**config.mk**
```make
export PLATFORM = sky130hd
export DESIGN_NAME = sup_ctrl
export DESIGN_NICKNAME = d
export VERILOG_FILES = /design/src/design/sup_pkg.sv /design/src/design/sup_ctrl.sv
export SDC_FILE = /design/constraint.sdc
export NUM_CORES = 1
export LEC_CHECK = 0
export ABC_AREA = 0
export BUFFER_PORTS_ARGS = -buffer_cell sky130_fd_sc_hd__buf_4
export CORE_AREA = 2 2 39 41
export DETAILED_ROUTE_END_ITERATION = 6
export DIE_AREA = 0 0 41 43
export REMOVE_ABC_BUFFERS = 1
export SLEW_MARGIN = 5
export SYNTH_ARGS = -nofsm -noshare
export SYNTH_HDL_FRONTEND = slang
export SYNTH_SLANG_ARGS = --single-unit
```
**constraint.sdc**
```tcl
create_clock -name clock -period 1.51 [get_ports clock]
set_input_delay 0.302 -clock clock [delete_from_list [all_inputs] [get_ports clock]]
set_output_delay 0.302 -clock clock [all_outputs]
set_load 0.1 [all_outputs]
```
**src/design/sup_pkg.sv**
```systemverilog
`timescale 1ns / 1ps
`default_nettype none

package sup_pkg;

   localparam int MAX_POINTS = 64;
   localparam int IDX_W      = $clog2(MAX_POINTS);
   localparam int CNT_W      = $clog2(MAX_POINTS + 1);
   localparam int COORD_W    = 32;
   localparam int ENTRY_W    = 2 * COORD_W;

   typedef struct packed {
      logic signed [COORD_W-1:0] in_x;
      logic signed [COORD_W-1:0] in_y;
      logic                      batch_end;
   } req_type;

   typedef struct packed {
      logic signed [COORD_W-1:0] out_x;
      logic signed [COORD_W-1:0] out_y;
      logic                      out_last;
      logic                      overflow;
   } rsp_type;

   // one table entry as stored in the RAM
   typedef struct packed {
      logic signed [COORD_W-1:0] key;
      logic signed [COORD_W-1:0] value;
   } entry_type;

   // controller -> datapath
   typedef struct packed {
      logic accept;     // take the request item
      logic ins_read;   // read entry idx-1
      logic ins_shift;  // move read entry up to idx, idx--
      logic ins_place;  // write new point at idx, count++
      logic dd_start;   // clear read/write pointers for the dedup pass
      logic dd_read;    // read entry rd
      logic dd_take;    // prev <= read entry, rd++
      logic dd_emit;    // emit prev, store at wr, then take
      logic dd_final;   // emit prev as last, store at wr, set count
   } cmd_type;

   // datapath -> controller
   typedef struct packed {
      logic full;
      logic in_end;
      logic pend_end;
      logic idx_zero;
      logic new_less;
      logic rd_done;
      logic rd_first;
      logic key_diff;
      logic out_free;
   } sts_type;

endpackage

`default_nettype wire

```
**src/design/sup_ctrl.sv**
```systemverilog
`timescale 1ns / 1ps
`default_nettype none

module sup_ctrl (
   input  wire logic             clock,
   input  wire logic             reset,
   input  wire logic             req_valid,
   output      logic             req_stall,
   input  wire sup_pkg::sts_type sts,
   output      sup_pkg::cmd_type cmd
);
   import sup_pkg::*;

   localparam logic [2:0] S_IDLE    = 3'd0;
   localparam logic [2:0] S_INS_RD  = 3'd1;
   localparam logic [2:0] S_INS_CMP = 3'd2;
   localparam logic [2:0] S_DD_RD   = 3'd3;
   localparam logic [2:0] S_DD_CMP  = 3'd4;
   localparam logic [2:0] S_DD_LAST = 3'd5;

   logic [2:0] state_ff;
   logic [2:0] state_in;

   assign req_stall = (state_ff != S_IDLE);

   always_comb begin
      cmd      = '0;
      state_in = state_ff;
      unique case (state_ff)
         S_IDLE: begin
            if (req_valid) begin
               cmd.accept = 1'b1;
               if (!sts.full) begin
                  state_in = S_INS_RD;
               end else if (sts.in_end) begin
                  cmd.dd_start = 1'b1;
                  state_in     = S_DD_RD;
               end
            end
         end
         S_INS_RD: begin
            if (sts.idx_zero) begin
               cmd.ins_place = 1'b1;
               cmd.dd_start  = sts.pend_end;
               state_in      = sts.pend_end ? S_DD_RD : S_IDLE;
            end else begin
               cmd.ins_read = 1'b1;
               state_in     = S_INS_CMP;
            end
         end
         S_INS_CMP: begin
            if (sts.new_less) begin
               cmd.ins_shift = 1'b1;
               state_in      = S_INS_RD;
            end else begin
               cmd.ins_place = 1'b1;
               cmd.dd_start  = sts.pend_end;
               state_in      = sts.pend_end ? S_DD_RD : S_IDLE;
            end
         end
         S_DD_RD: begin
            if (sts.rd_done) begin
               state_in = S_DD_LAST;
            end else begin
               cmd.dd_read = 1'b1;
               state_in    = S_DD_CMP;
            end
         end
         S_DD_CMP: begin
            if (sts.rd_first || !sts.key_diff) begin
               cmd.dd_take = 1'b1;
               state_in    = S_DD_RD;
            end else if (sts.out_free) begin
               cmd.dd_emit = 1'b1;
               state_in    = S_DD_RD;
            end
         end
         S_DD_LAST: begin
            if (sts.out_free) begin
               cmd.dd_final = 1'b1;
               state_in     = S_IDLE;
            end
         end
         default: begin
            state_in = S_IDLE;
         end
      endcase
   end

   always_ff @(posedge clock) begin
      if (reset) begin
         state_ff <= S_IDLE;
      end else begin
         state_ff <= state_in;
      end
   end

endmodule

`default_nettype wire

```
Word-level counts from Yosys, hierarchy flattened
Cells that the tools add are included.
{"block": "totals", "inputBits": 12, "regBits": 3, "out_inout_bits": 10, "word_cells": 46}
{"block": "classes", "muxes": 31, "eq_ne": 9, "reduce_logical": 5}
{"cell": "$mux W3", "count": 6}
{"cell": "$pmux W3 S6", "count": 1}
{"cell": "$mux W1", "count": 16}
{"cell": "$mux W2", "count": 6}
{"cell": "$eq A3 B2 Y1 const B", "count": 2}
{"cell": "$eq A3 B3 Y1 const B", "count": 2}
{"cell": "$ne A3 B3 Y1 const B", "count": 2}
{"cell": "$ne A2 B2 Y1 const B", "count": 2}
{"cell": "$reduce_and A4 Y1", "count": 1}
{"cell": "$eq A3 B1 Y1 const B", "count": 1}
{"cell": "$logic_not A3 Y1", "count": 1}
{"cell": "$pmux W1 S3", "count": 1}
{"cell": "$reduce_bool A3 Y1", "count": 1}
{"cell": "$pmux W1 S2", "count": 1}
{"cell": "$logic_not A1 Y1", "count": 1}
{"cell": "$logic_or A1 B1 Y1", "count": 1}

Depth between registers and ports, before layout
Gate-level depths: netlist (run 1).
{"block": "logic_depth", "word_depth": 4, "ltp_mapped": 5, "ltp_nobuf": 4}

Worst setup path before layout (run 1)
No wires, ideal clock.
{"block": "synth_timing", "path_type": "register to output", "start": "reg state_ff[0]", "end": "out cmd[7] (netlist bit)", "path_buffers": 1, "path_slack_ps": -2420, "required_ps": 1208, "arrival_ps": 3628, "stages_incl_launch_ff": 3, "cell_sequence": "dfxtp_1 buf_6 nor4b_1"}
{"element": "start: declaration", "line": "sup_ctrl.sv:21", "source": "logic [2:0] state_ff;"}
{"element": "start signal: assignment", "line": "sup_ctrl.sv:94", "source": "state_ff <= state_in;"}
{"element": "end: declaration", "line": "sup_ctrl.sv:10", "source": "output sup_pkg::cmd_type cmd"}

==> metrics.md, run 1 <==
| Metric | Value |
|---|---|
| Status | `complete, but fails checks` |
| Failing checks | `setup timing` |
| EDFF count, synth | `0` |
| Final Hold Vio Count | `0` |
| Unrepaired setup endpoints after global routing | `yes` |
| # rows | `14` |
| Hold crit path type | `in2reg` |
| Worst EP arrival | `1.37 ns` |
| Clock insertion delay at the later pin of the skew report | `0.24 ns` |
| DR WL/cell | `13.1 um` |
| First-pass GRT wire length | `2140 um` |
| Peak VDD IR | `0.529 mV` |
| Top_reg_cell synth | `dfxtp_1` |
| All-Layer GR Usage | `17.5%` |
| Cell area after layout | `792 sq um` |
| # nets final | `95` |
| Final Max Slew Viols | `0` |
| R2R Setup Slk | `0.32 ns` |
| DRT Pass-1 Iters | `3` |
| Leading registers by flop count | `state_ff x3` |
| Final Wtd Congestion | `0.728` |
| Number of global-route vias before repair | `502` |
| TritonCTS clock tree | `done` |
| Setup Crit Path Kind | `reg2out` |
| Sequential area share after synthesis | `between 15 and 20%` |
| Die Y | `about 43 um` |
| Hold wc startpoint | `reset` |
| Distinct cells, synth | `29` |
| Crit path capture type | `output pin` |
| Area leader, netlist | `dfxtp_1` |
| Total Power | `0.791 mW` |
| Setup WS pre-CTS | `-0.0960 ns` |
| Minimum clock period | `1.67 ns` |
| Dpl cells | `91` |
| FF+latch count, synth | `3` |
| Slew Limit Headroom | `83.0%` |
| Filler Cells Inserted | `136` |
| Yosys top cell area share | `16.4%` |
| Largest cells by area after synthesis | `dfxtp_1 (16%), buf_6 (9.2%), nand2b_1 (6.8%), nor3_2 (5.5%), nor2_1 (5.1%)` |
| Post-Route WL | `1280 um` |
| Tcrit/Tclk final | `111%` |
| DRC viols | `0` |
| Origin of the worst setup path | `state_ff[0]$_SDFFE_PP0P_` |
| Reg clk slew, reported paths | `0.04 ns` |
| P_leak | `0.339 nW` |
| DR vias/cell | `approximately 5.0` |
| DP Area | `just under 600 sq um` |
| Critical path launch point type | `flip-flop` |
| ANT cells | `0` |
| CTS HTree Levels | `1` |
| Largest net degree at the start of global routing | `11` |
| Non-filler instance count after layout | `98` |
| Top Ports | `22` |
| Worst reg-to-reg path cell count | `5` |
| Share of layout cells above drive strength 1 | `68.3%` |
| Final Setup Violations | `8` |
| Critical path fanouts, max | `6` |
| Final Skew | `0.000739 ns` |
| DP HPWL | `approximately 800 um` |
| Worst EP required | `around 1.2 ns` |
| Ys Warns | `0` |
| Share of flip-flops with an asynchronous set or reset | `0%` |
| Synth Instances | `48` |
| Post-route ant nets | `0` |
| Port Buf Inserts | `21` |
| Reg with most FFs | `state_ff` |
| F_max | `0.598 GHz` |
| Sink Count | `3` |
| Initial antenna violation count | `0` |
| Actual slew at the worst max-slew pin | `0.252 ns` |
| Final worst slack | `-0.161 ns` |
| Reg-to-reg critical path startpoint | `state_ff[0]$_SDFFE_PP0P_` |
| Starting Density | `between 20% and 30%` |
| CTS Buf Count | `3` |
| Hold path depth | `3` |
| Syn avg cell area | `7.61 sq um` |
| Max-cap violations | `0` |
| Hold Path Sink | `state_ff[0]$_SDFFE_PP0P_` |
| Clock buffer depth | `2` |
| Max FFs per register | `3` |
| Cell Area, Synth | `roughly 370 sq um` |
| Setup TNS | `-0.641 ns` |
| DIE WIDTH | `41 um` |
| Core area | `0.00138 sq mm` |
| Residual overflow from global routing | `0` |
| Iteration-0 DRC Markers | `2` |
| Reg-to-Reg End | `state_ff[0]$_SDFFE_PP0P_` |
| Die footprint | `0.00176 sq mm` |
| Area growth from synthesis to layout | `117%` |
| Pwr Density | `998 mW/mm^2` |
| Clock root cell | `clkbuf_4` |
| Vias | `between 400 and 500` |
## cell families (layout without fill, tap and decap cells)
logic type             after synthesis  after routing  share of synthesized area, %
DFF                                  3              3                          16.4
and+or+nand+nor                     26             26                          44.5
AOI/OAI and AO/OA                   12             12                          25.7
buffers and inverters                7             41                          13.4
## final cells by class
type	count	area (sq um)	share of cell area, %
multi-input cells	38	335	42.3
repair buffers	33	324	40.9
flip-flops and latches	3	71.3	9.00
clock buffers	4	26.3	3.32
well taps	16	20.0	2.53
inverters	4	15.0	1.90
## critical path, cell delays in order, from the launching register on
cell	delay (ns)
dfxtp_4	0.36
nor3_2	0.20
and2_4	0.19
a32o_2	0.20
buf_12	0.18
## Yosys cell counts, types with 2 or more instances
cell type	n
nand2b_1	4
o21ai_1	2
nor3_1	3
buf_6	3
nor2_1	5
inv_1	3
nor3_2	2
dfxtp_1	3
and3_1	2
nor2b_1	2
## where the power goes
part,internal (mW),switching [mW]
registers,0.0917,0.0249
clock network,0.0994,0.0476
logic,0.212,0.315
total,0.403,0.388
## through the flow
stage | hold WS (ns) | util [%]
after detailed placement | 0.628 | 41.7
after global routing | 0.376 | 57.2
final | 0.373 | 57.2
after CTS | 0.365 | 55.5
after global placement | 0.632 | 41.7
after floorplan | 0.514 | -
## routing by layer
layer / vias up / track usage, % / share of wire, %
met1: 222 / 21.2 / 38
met5: - / 0 / 0
li1: 243 / - / -
met4: 0 / 2.00 / 0
met3: 0 / 6.81 / 7.1
met2: 23 / 28.7 / 54
## cell usage in the layout, fill, tap and decap left out, types with 2 or more instances in the layout
| cell | instances |
|---|---|
| buf_4 | 22 |
| buf_6 | 7 |
| buf_12 | 4 |
| nor3_2 | 3 |
| inv_1 | 3 |
| nor2_1 | 3 |
| clkbuf_4 | 3 |
| dfxtp_4 | 3 |
| nand2b_4 | 2 |
| nor2_2 | 2 |
| nor2b_1 | 2 |
| and3_4 | 2 |
| nor3_1 | 2 |
| nand2b_1 | 2 |
| o21ai_1 | 2 |
## worst max path at each step
| stage | cells past startpoint | endpoint | slack, ns |
|---|---|---|---|
| 5_1_grt | 5 | cmd[4] | -0.24 |
| 2_1_floorplan | 1 | cmd[7] | -2.45 |
| 3_3_place_gp | 5 | cmd[4] | -0.06 |
| 4_1_cts | 5 | cmd[4] | -0.15 |
| 3_5_place_dp | 5 | cmd[4] | -0.1 |
| 6_report | 4 | cmd[4] | -0.16 |
## timing repair
action	4_1_cts	5_1_grt
endpoints found under the setup margin	10	10
hold buffers	0	0
buffers inserted	3	0
resized for setup	36	6
pin swaps	4	0
Power figures use the tool's default switching activity.
==> run 2: changes to the inputs <==
--- a/config.mk
+++ b/config.mk
@@ -13,3 +13,4 @@
 export REMOVE_ABC_BUFFERS = 1
-export SLEW_MARGIN = 5
+export SETUP_SLACK_MARGIN = 0.3
+export SLEW_MARGIN = 20
 export SYNTH_ARGS = -nofsm -noshare
--- a/constraint.sdc
+++ b/constraint.sdc
@@ -3,2 +3,2 @@
 set_output_delay 0.302 -clock clock [all_outputs]
-set_load 0.1 [all_outputs]
+set_load 0.05 [all_outputs]
==> run 2 against run 1 <==
- the flow still finishes with violations (setup timing)
- routed wire length shrank 2.0%
- clock power fell by 3%
- power is 13% lower
- sequential share of layout area down 0.098 points
- final area increased by 1.1%
- clock skew rose by 0.0066 ns
- maximum frequency is 3.9% higher
- first-iteration DRC count grew to 4.0 times the previous value
- non-clock buffer count is 2 higher
- clock-buffer cell count is the same
- worst setup slack improved by 0.063 ns
- flip-flop and latch count stayed put
==> metrics.md, run 2 (same netlist as run 1, synthesis figures left out) <==
| Metric | Value |
|---|---|
| Status | `complete, but fails checks` |
| Failing checks | `setup timing` |
| F_max | `0.622 GHz` |
| Critical path launch point type | `flip-flop` |
| Vias | `roughly 500` |
| Top Ports | `22` |
| Count of buffer and inverter cells on the critical path | `1` |
| DP HPWL | `about 760 um` |
| First-pass GRT wire length | `1990 um` |
| Max FFs per register | `3` |
| Tcrit/Tclk final | `107%` |
| Commonest non-fill, non-tap cells in the layout | `buf_4 (23), buf_6 (9)` |
| Final Hold Vio Count | `0` |
| Final Skew | `roughly 0.0074 ns` |
| Residual overflow from global routing | `0` |
| Port Buf Inserts | `21` |
| Leading registers by flop count | `state_ff x3` |
| Hold crit path type | `in2reg` |
| Peak VDD IR | `roughly 0.41 mV` |
| Post-route ant nets | `0` |
| Minimum clock period | `1.61 ns` |
| Final Setup Violations | `7` |
| Sink Count | `3` |
| Family with the most delay on the worst path | `simple AND/OR/NAND/NOR gates` |
| Final worst slack | `-0.0983 ns` |
| Share of layout cells above drive strength 1 | `just under 70%` |
| Post-Route WL | `1260 um` |
| Crit path capture type | `output pin` |
| CTS HTree Levels | `1` |
| P_leak | `0.341 nW` |
| Core area | `0.00138 sq mm` |
| All-Layer GR Usage | `between 10% and 20%` |
| Reg with most FFs | `state_ff` |
| ANT cells | `0` |
| Number of global-route vias before repair | `approximately 480` |
| Clock buffer depth | `2` |
| DR WL/cell | `12.6 um` |
| Unrepaired setup endpoints after global routing | `yes` |
| Reg clk slew, reported paths | `0.04 ns` |
| Worst EP required | `around 1.2 ns` |
| DR vias/cell | `5.07` |
| Cell Chain, Critical Path | `nor3_2 > and2_4 > a32o_1 > buf_6` |
| DRT Pass-1 Iters | `4` |
| Clock insertion delay at the later pin of the skew report | `0.23 ns` |
| Area growth from synthesis to layout | `119%` |
| Max-cap violations | `0` |
| Final Wtd Congestion | `0.693` |
| Slew Limit Headroom | `78.8%` |
| Largest net degree at the start of global routing | `11` |
| TritonCTS clock tree | `done` |
| Worst path slowest cell | `dfxtp_4` |
| Clock root cell | `clkbuf_4` |
| Initial antenna violation count | `0` |
| Pwr Density | `roughly 860 mW/mm^2` |
| Die Y | `43 um` |
| Cell area after layout | `~800 sq um` |
| Iteration-0 DRC Markers | `8` |
| Most common cell after layout, fill and taps aside | `buf_4` |
| CP max stage delay | `0.36 ns` |
| Starting Density | `26.4%` |
| # rows | `14` |
| Final Max Slew Viols | `0` |
| DRC viols | `0` |
| Hold buffers post-CTS | `0` |
| CTS Buf Count | `3` |
| Setup Crit Path Kind | `reg2out` |
| Die footprint | `0.00176 sq mm` |
| Worst EP arrival | `1.31 ns` |
| Actual slew at the worst max-slew pin | `0.318 ns` |
| # nets final | `a little under 100` |
| Total Power | `0.687 mW` |
| DP Area | `554 sq um` |
| Filler Cells Inserted | `125` |
| DIE WIDTH | `41 um` |
| Critical path fanouts, max | `5` |
run 2: final timing paths:
path | start | end | slack, ns | cells past startpoint
setup reg to reg | state_ff[1]$_SDFFE_PP0P_ | state_ff[0]$_SDFFE_PP0P_ | 0.28 | 6
setup / recovery | state_ff[0]$_SDFFE_PP0P_ | cmd[4] | -0.1 | 4
hold / removal | reset | state_ff[0]$_SDFFE_PP0P_ | 0.39 | 3
hold reg to reg | state_ff[2]$_SDFFE_PP0P_ | state_ff[0]$_SDFFE_PP0P_ | 0.67 | 3
run 2: power by group:
group / internal [mW] / switching (mW) / total [mW] / leakage, nW
registers: 0.0916 / 0.0218 / 0.113 / 0.0267
clock network: 0.0991 / 0.0426 / 0.142 / 0.0150
logic: 0.210 / 0.222 / 0.432 / 0.299
run 2: layout make-up:
type                    instances  area (sq um)  area share [%]
clock buffers                   4          26.3            3.28
inverters                       4          15.0            1.88
multi-input cells              38           349            43.6
flip-flops and latches          3          71.3            8.91
well taps                      16          20.0            2.50
repair buffers                 35           319            39.8
run 2: layer usage:
| layer | vias to the layer above | part of all wire [%] | GRT usage [%] |
|---|---|---|---|
| li1 | 247 | - | - |
| met1 | 235 | 37 | 20.4 |
| met2 | 25 | 56 | 25.6 |
| met3 | 0 | 6.4 | 3.14 |
| met4 | 0 | 0 | 2.00 |
| met5 | - | 0 | 0 |
run 2: tightest hold or removal path, stage by stage:
cell and delay [ns]:
buf_4 0.08, a21o_1 0.15, a221oi_2 0.05
run 2: per-stage QoR:
| step | util (%) | setup TNS (ns) | worst slack (ns) | hold slack, ns | instances |
|---|---|---|---|---|---|
| 2_1_floorplan | - | -3.56 | -0.961 | 0.514 | 45 |
| 4_1_cts | 52.1 | -0.246 | -0.104 | 0.386 | 95 |
| 5_1_grt | 57.9 | -0.668 | -0.148 | 0.414 | 100 |
| 3_3_place_gp | 40.1 | -0.000638 | -0.000638 | 0.637 | 88 |
| 3_5_place_dp | 40.1 | -0.0302 | -0.0248 | 0.633 | 88 |
| 6_report | 57.9 | -0.286 | -0.0983 | 0.392 | 100 |
run 2: repair_timing:
action	in CTS	in global routing
setup endpoints to repair	11	11
gates resized for setup	28	12
pin swaps	4	10
buffers inserted	3	5
==> run 3: changes to the inputs <==
Clock period 1.51 ns to 1.4 ns, I/O delays scaled along.
==> run 3 against run 2 <==
- the flow still finishes with violations (setup timing)
- hold slack worse by 0.043 ns
- clock-buffer cell count unchanged
- register-to-register slack worse by 0.14 ns
- power up 10%
- largest power group unchanged
- via count up 2.6%
- critical path type unchanged
- sequential share of layout area down 0.40 points
- routed wire length up 11%
- worst setup slack worse by 0.11 ns
- clock skew about the same
==> metrics.md, run 3 (same netlist as run 1, synthesis figures left out) <==
| Metric | Value |
|---|---|
| Status | `complete, but fails checks` |
| Failing checks | `setup timing` |
| Most common cell after layout, fill and taps aside | `buf_4` |
| Reg-to-Reg End | `state_ff[0]$_SDFFE_PP0P_` |
| First-pass GRT wire length | `2010 um` |
| Final Setup Violations | `10` |
| Top Ports | `22` |
| Setup Crit Path Kind | `reg2out` |
| Iteration-0 DRC Markers | `1` |
| Leading registers by flop count | `state_ff x3` |
| P_leak | `approximately 0.36 nW` |
| DR WL/cell | `roughly 14 um` |
| Number of global-route vias before repair | `between 500 and 600` |
| Area growth from synthesis to layout | `129%` |
| Initial antenna violation count | `0` |
| All-Layer GR Usage | `16.0%` |
| Hold wc startpoint | `reset` |
| Tcrit/Tclk final | `115%` |
| Clock root cell | `clkbuf_4` |
| F_max | `0.624 GHz` |
| Vias | `520` |
| Final Hold Vio Count | `0` |
| R2R Setup Slk | `0.14 ns` |
| Post-route ant nets | `0` |
| Worst EP arrival | `around 1.3 ns` |
| Peak VDD IR | `0.519 mV` |
| Share of layout cells above drive strength 1 | `74.1%` |
| Commonest non-fill, non-tap cells in the layout | `buf_4 (22), buf_6 (10), nor3_2 (4), buf_8 (4)` |
| Clock buffer depth | `2` |
| Final worst slack | `-0.204 ns` |
| Residual overflow from global routing | `0` |
| Final Max Slew Viols | `0` |
| Setup TNS | `-1.04 ns` |
| Hold Path Sink | `state_ff[0]$_SDFFE_PP0P_` |
| Non-filler instance count after layout | `approximately 100` |
| DR vias/cell | `5.15` |
| Reg clk slew, reported paths | `0.04 ns` |
| Reg with most FFs | `state_ff` |
| Starting Density | `26.4%` |
| Die Y | `43 um` |
| Crit path capture type | `output pin` |
| # rows | `14` |
| Dpl cells | `90` |
| Minimum hold slack | `0.349 ns` |
| Unrepaired setup endpoints after global routing | `yes` |
| Minimum clock period | `1.60 ns` |
| Hold crit path type | `in2reg` |
| DIE WIDTH | `41 um` |
| Max-cap violations | `0` |
| ANT cells | `0` |
| DP HPWL | `between 800 and 900 um` |
| Max FFs per register | `3` |
| Slew Limit Headroom | `roughly four fifths` |
| Util after Layout | `a little over 60%` |
| Final Skew | `0.00733 ns` |
| # nets final | `98` |
| Sink Count | `3` |
| DP Area | `569 sq um` |
| Setup WS pre-CTS | `-0.0905 ns` |
| Worst EP required | `1.12 ns` |
| Cell area after layout | `around 840 sq um` |
| Total Power | `around 0.76 mW` |
| Final Wtd Congestion | `0.712` |
| TritonCTS clock tree | `done` |
| Port Buf Inserts | `21` |
| Die footprint | `between 0.0015 and 0.002 sq mm` |
| CTS HTree Levels | `1` |
| Actual slew at the worst max-slew pin | `between 0.3 and 0.4 ns` |
| Critical path fanouts, max | `5` |
| Clock insertion delay at the later pin of the skew report | `around 0.24 ns` |
| DRC viols | `0` |
| Largest net degree at the start of global routing | `10` |
| DRT Pass-1 Iters | `2` |
| Pwr Density | `903 mW/mm^2` |
| Hold path depth | `3` |
| Worst reg-to-reg path cell count | `6` |
| Reg-to-reg critical path startpoint | `state_ff[0]$_SDFFE_PP0P_` |
| Critical path launch point type | `flip-flop` |
| CTS Buf Count | `3` |
| Post-Route WL | `1390 um` |
| Core area | `0.00138 sq mm` |
[run 3: cell count changes in the layout (fill, tap and decap cells not counted), sizes merged]
| cell | change |
|---|---|
| buf | +1 |
[run 3: worst max-delay path by stage]
stage,slack [ns],depth (start not counted),start,endpoint
floorplan,-1.05,1,state_ff[0]$_SDFFE_PP0P_,cmd[7]
global placement,-0.06,5,state_ff[1]$_SDFFE_PP0P_,cmd[4]
detailed placement,-0.09,5,state_ff[1]$_SDFFE_PP0P_,cmd[4]
CTS,-0.21,5,state_ff[0]$_SDFFE_PP0P_,cmd[4]
global route,-0.26,5,state_ff[0]$_SDFFE_PP0P_,cmd[4]
finish,-0.20,5,state_ff[0]$_SDFFE_PP0P_,cmd[4]
[run 3: area by class of cell]
| cell class | count | area (sq um) |
|---|---|---|
| fillers | 123 | 546 |
| multi-input cells | 38 | 365 |
| repair buffers | 36 | 338 |
| flip-flops and latches | 3 | 71.3 |
| clock buffers | 4 | 26.3 |
| well taps | 16 | 20.0 |
| inverters | 4 | 17.5 |
[run 3: timing repair]
item                       CTS  global route
setup buffers                5             2
pin swaps                    5             9
hold buffers                 0             0
gates cloned                 0             0
resized for setup           32            16
setup endpoints to repair   13            13
[run 3: where the power goes]
group	internal [mW]	leakage, nW	switching [mW]
Combinational	0.231	0.320	0.249
Sequential	0.0986	0.0267	0.0215
Clock	0.107	0.0150	0.0501
Total	0.437	0.362	0.320
[run 3: routing by layer]
layer | up-vias | routed length (um) | global-route usage [%]
met1 | 248 | 519 | 16.6
met2 | 21 | 799 | 30.3
met3 | 0 | 73 | 3.14
met4 | 0 | 0 | 3.33
li1 | 251 | - | -
met5 | - | 0 | 0
[run 3: worst max-delay path, cell delays in order (launching register included)]
cell and delay [ns]:
dfxtp_4 0.36, nand2b_4 0.14, o21a_1 0.17, nor2_2 0.11
a32o_2 0.16, buf_8 0.15
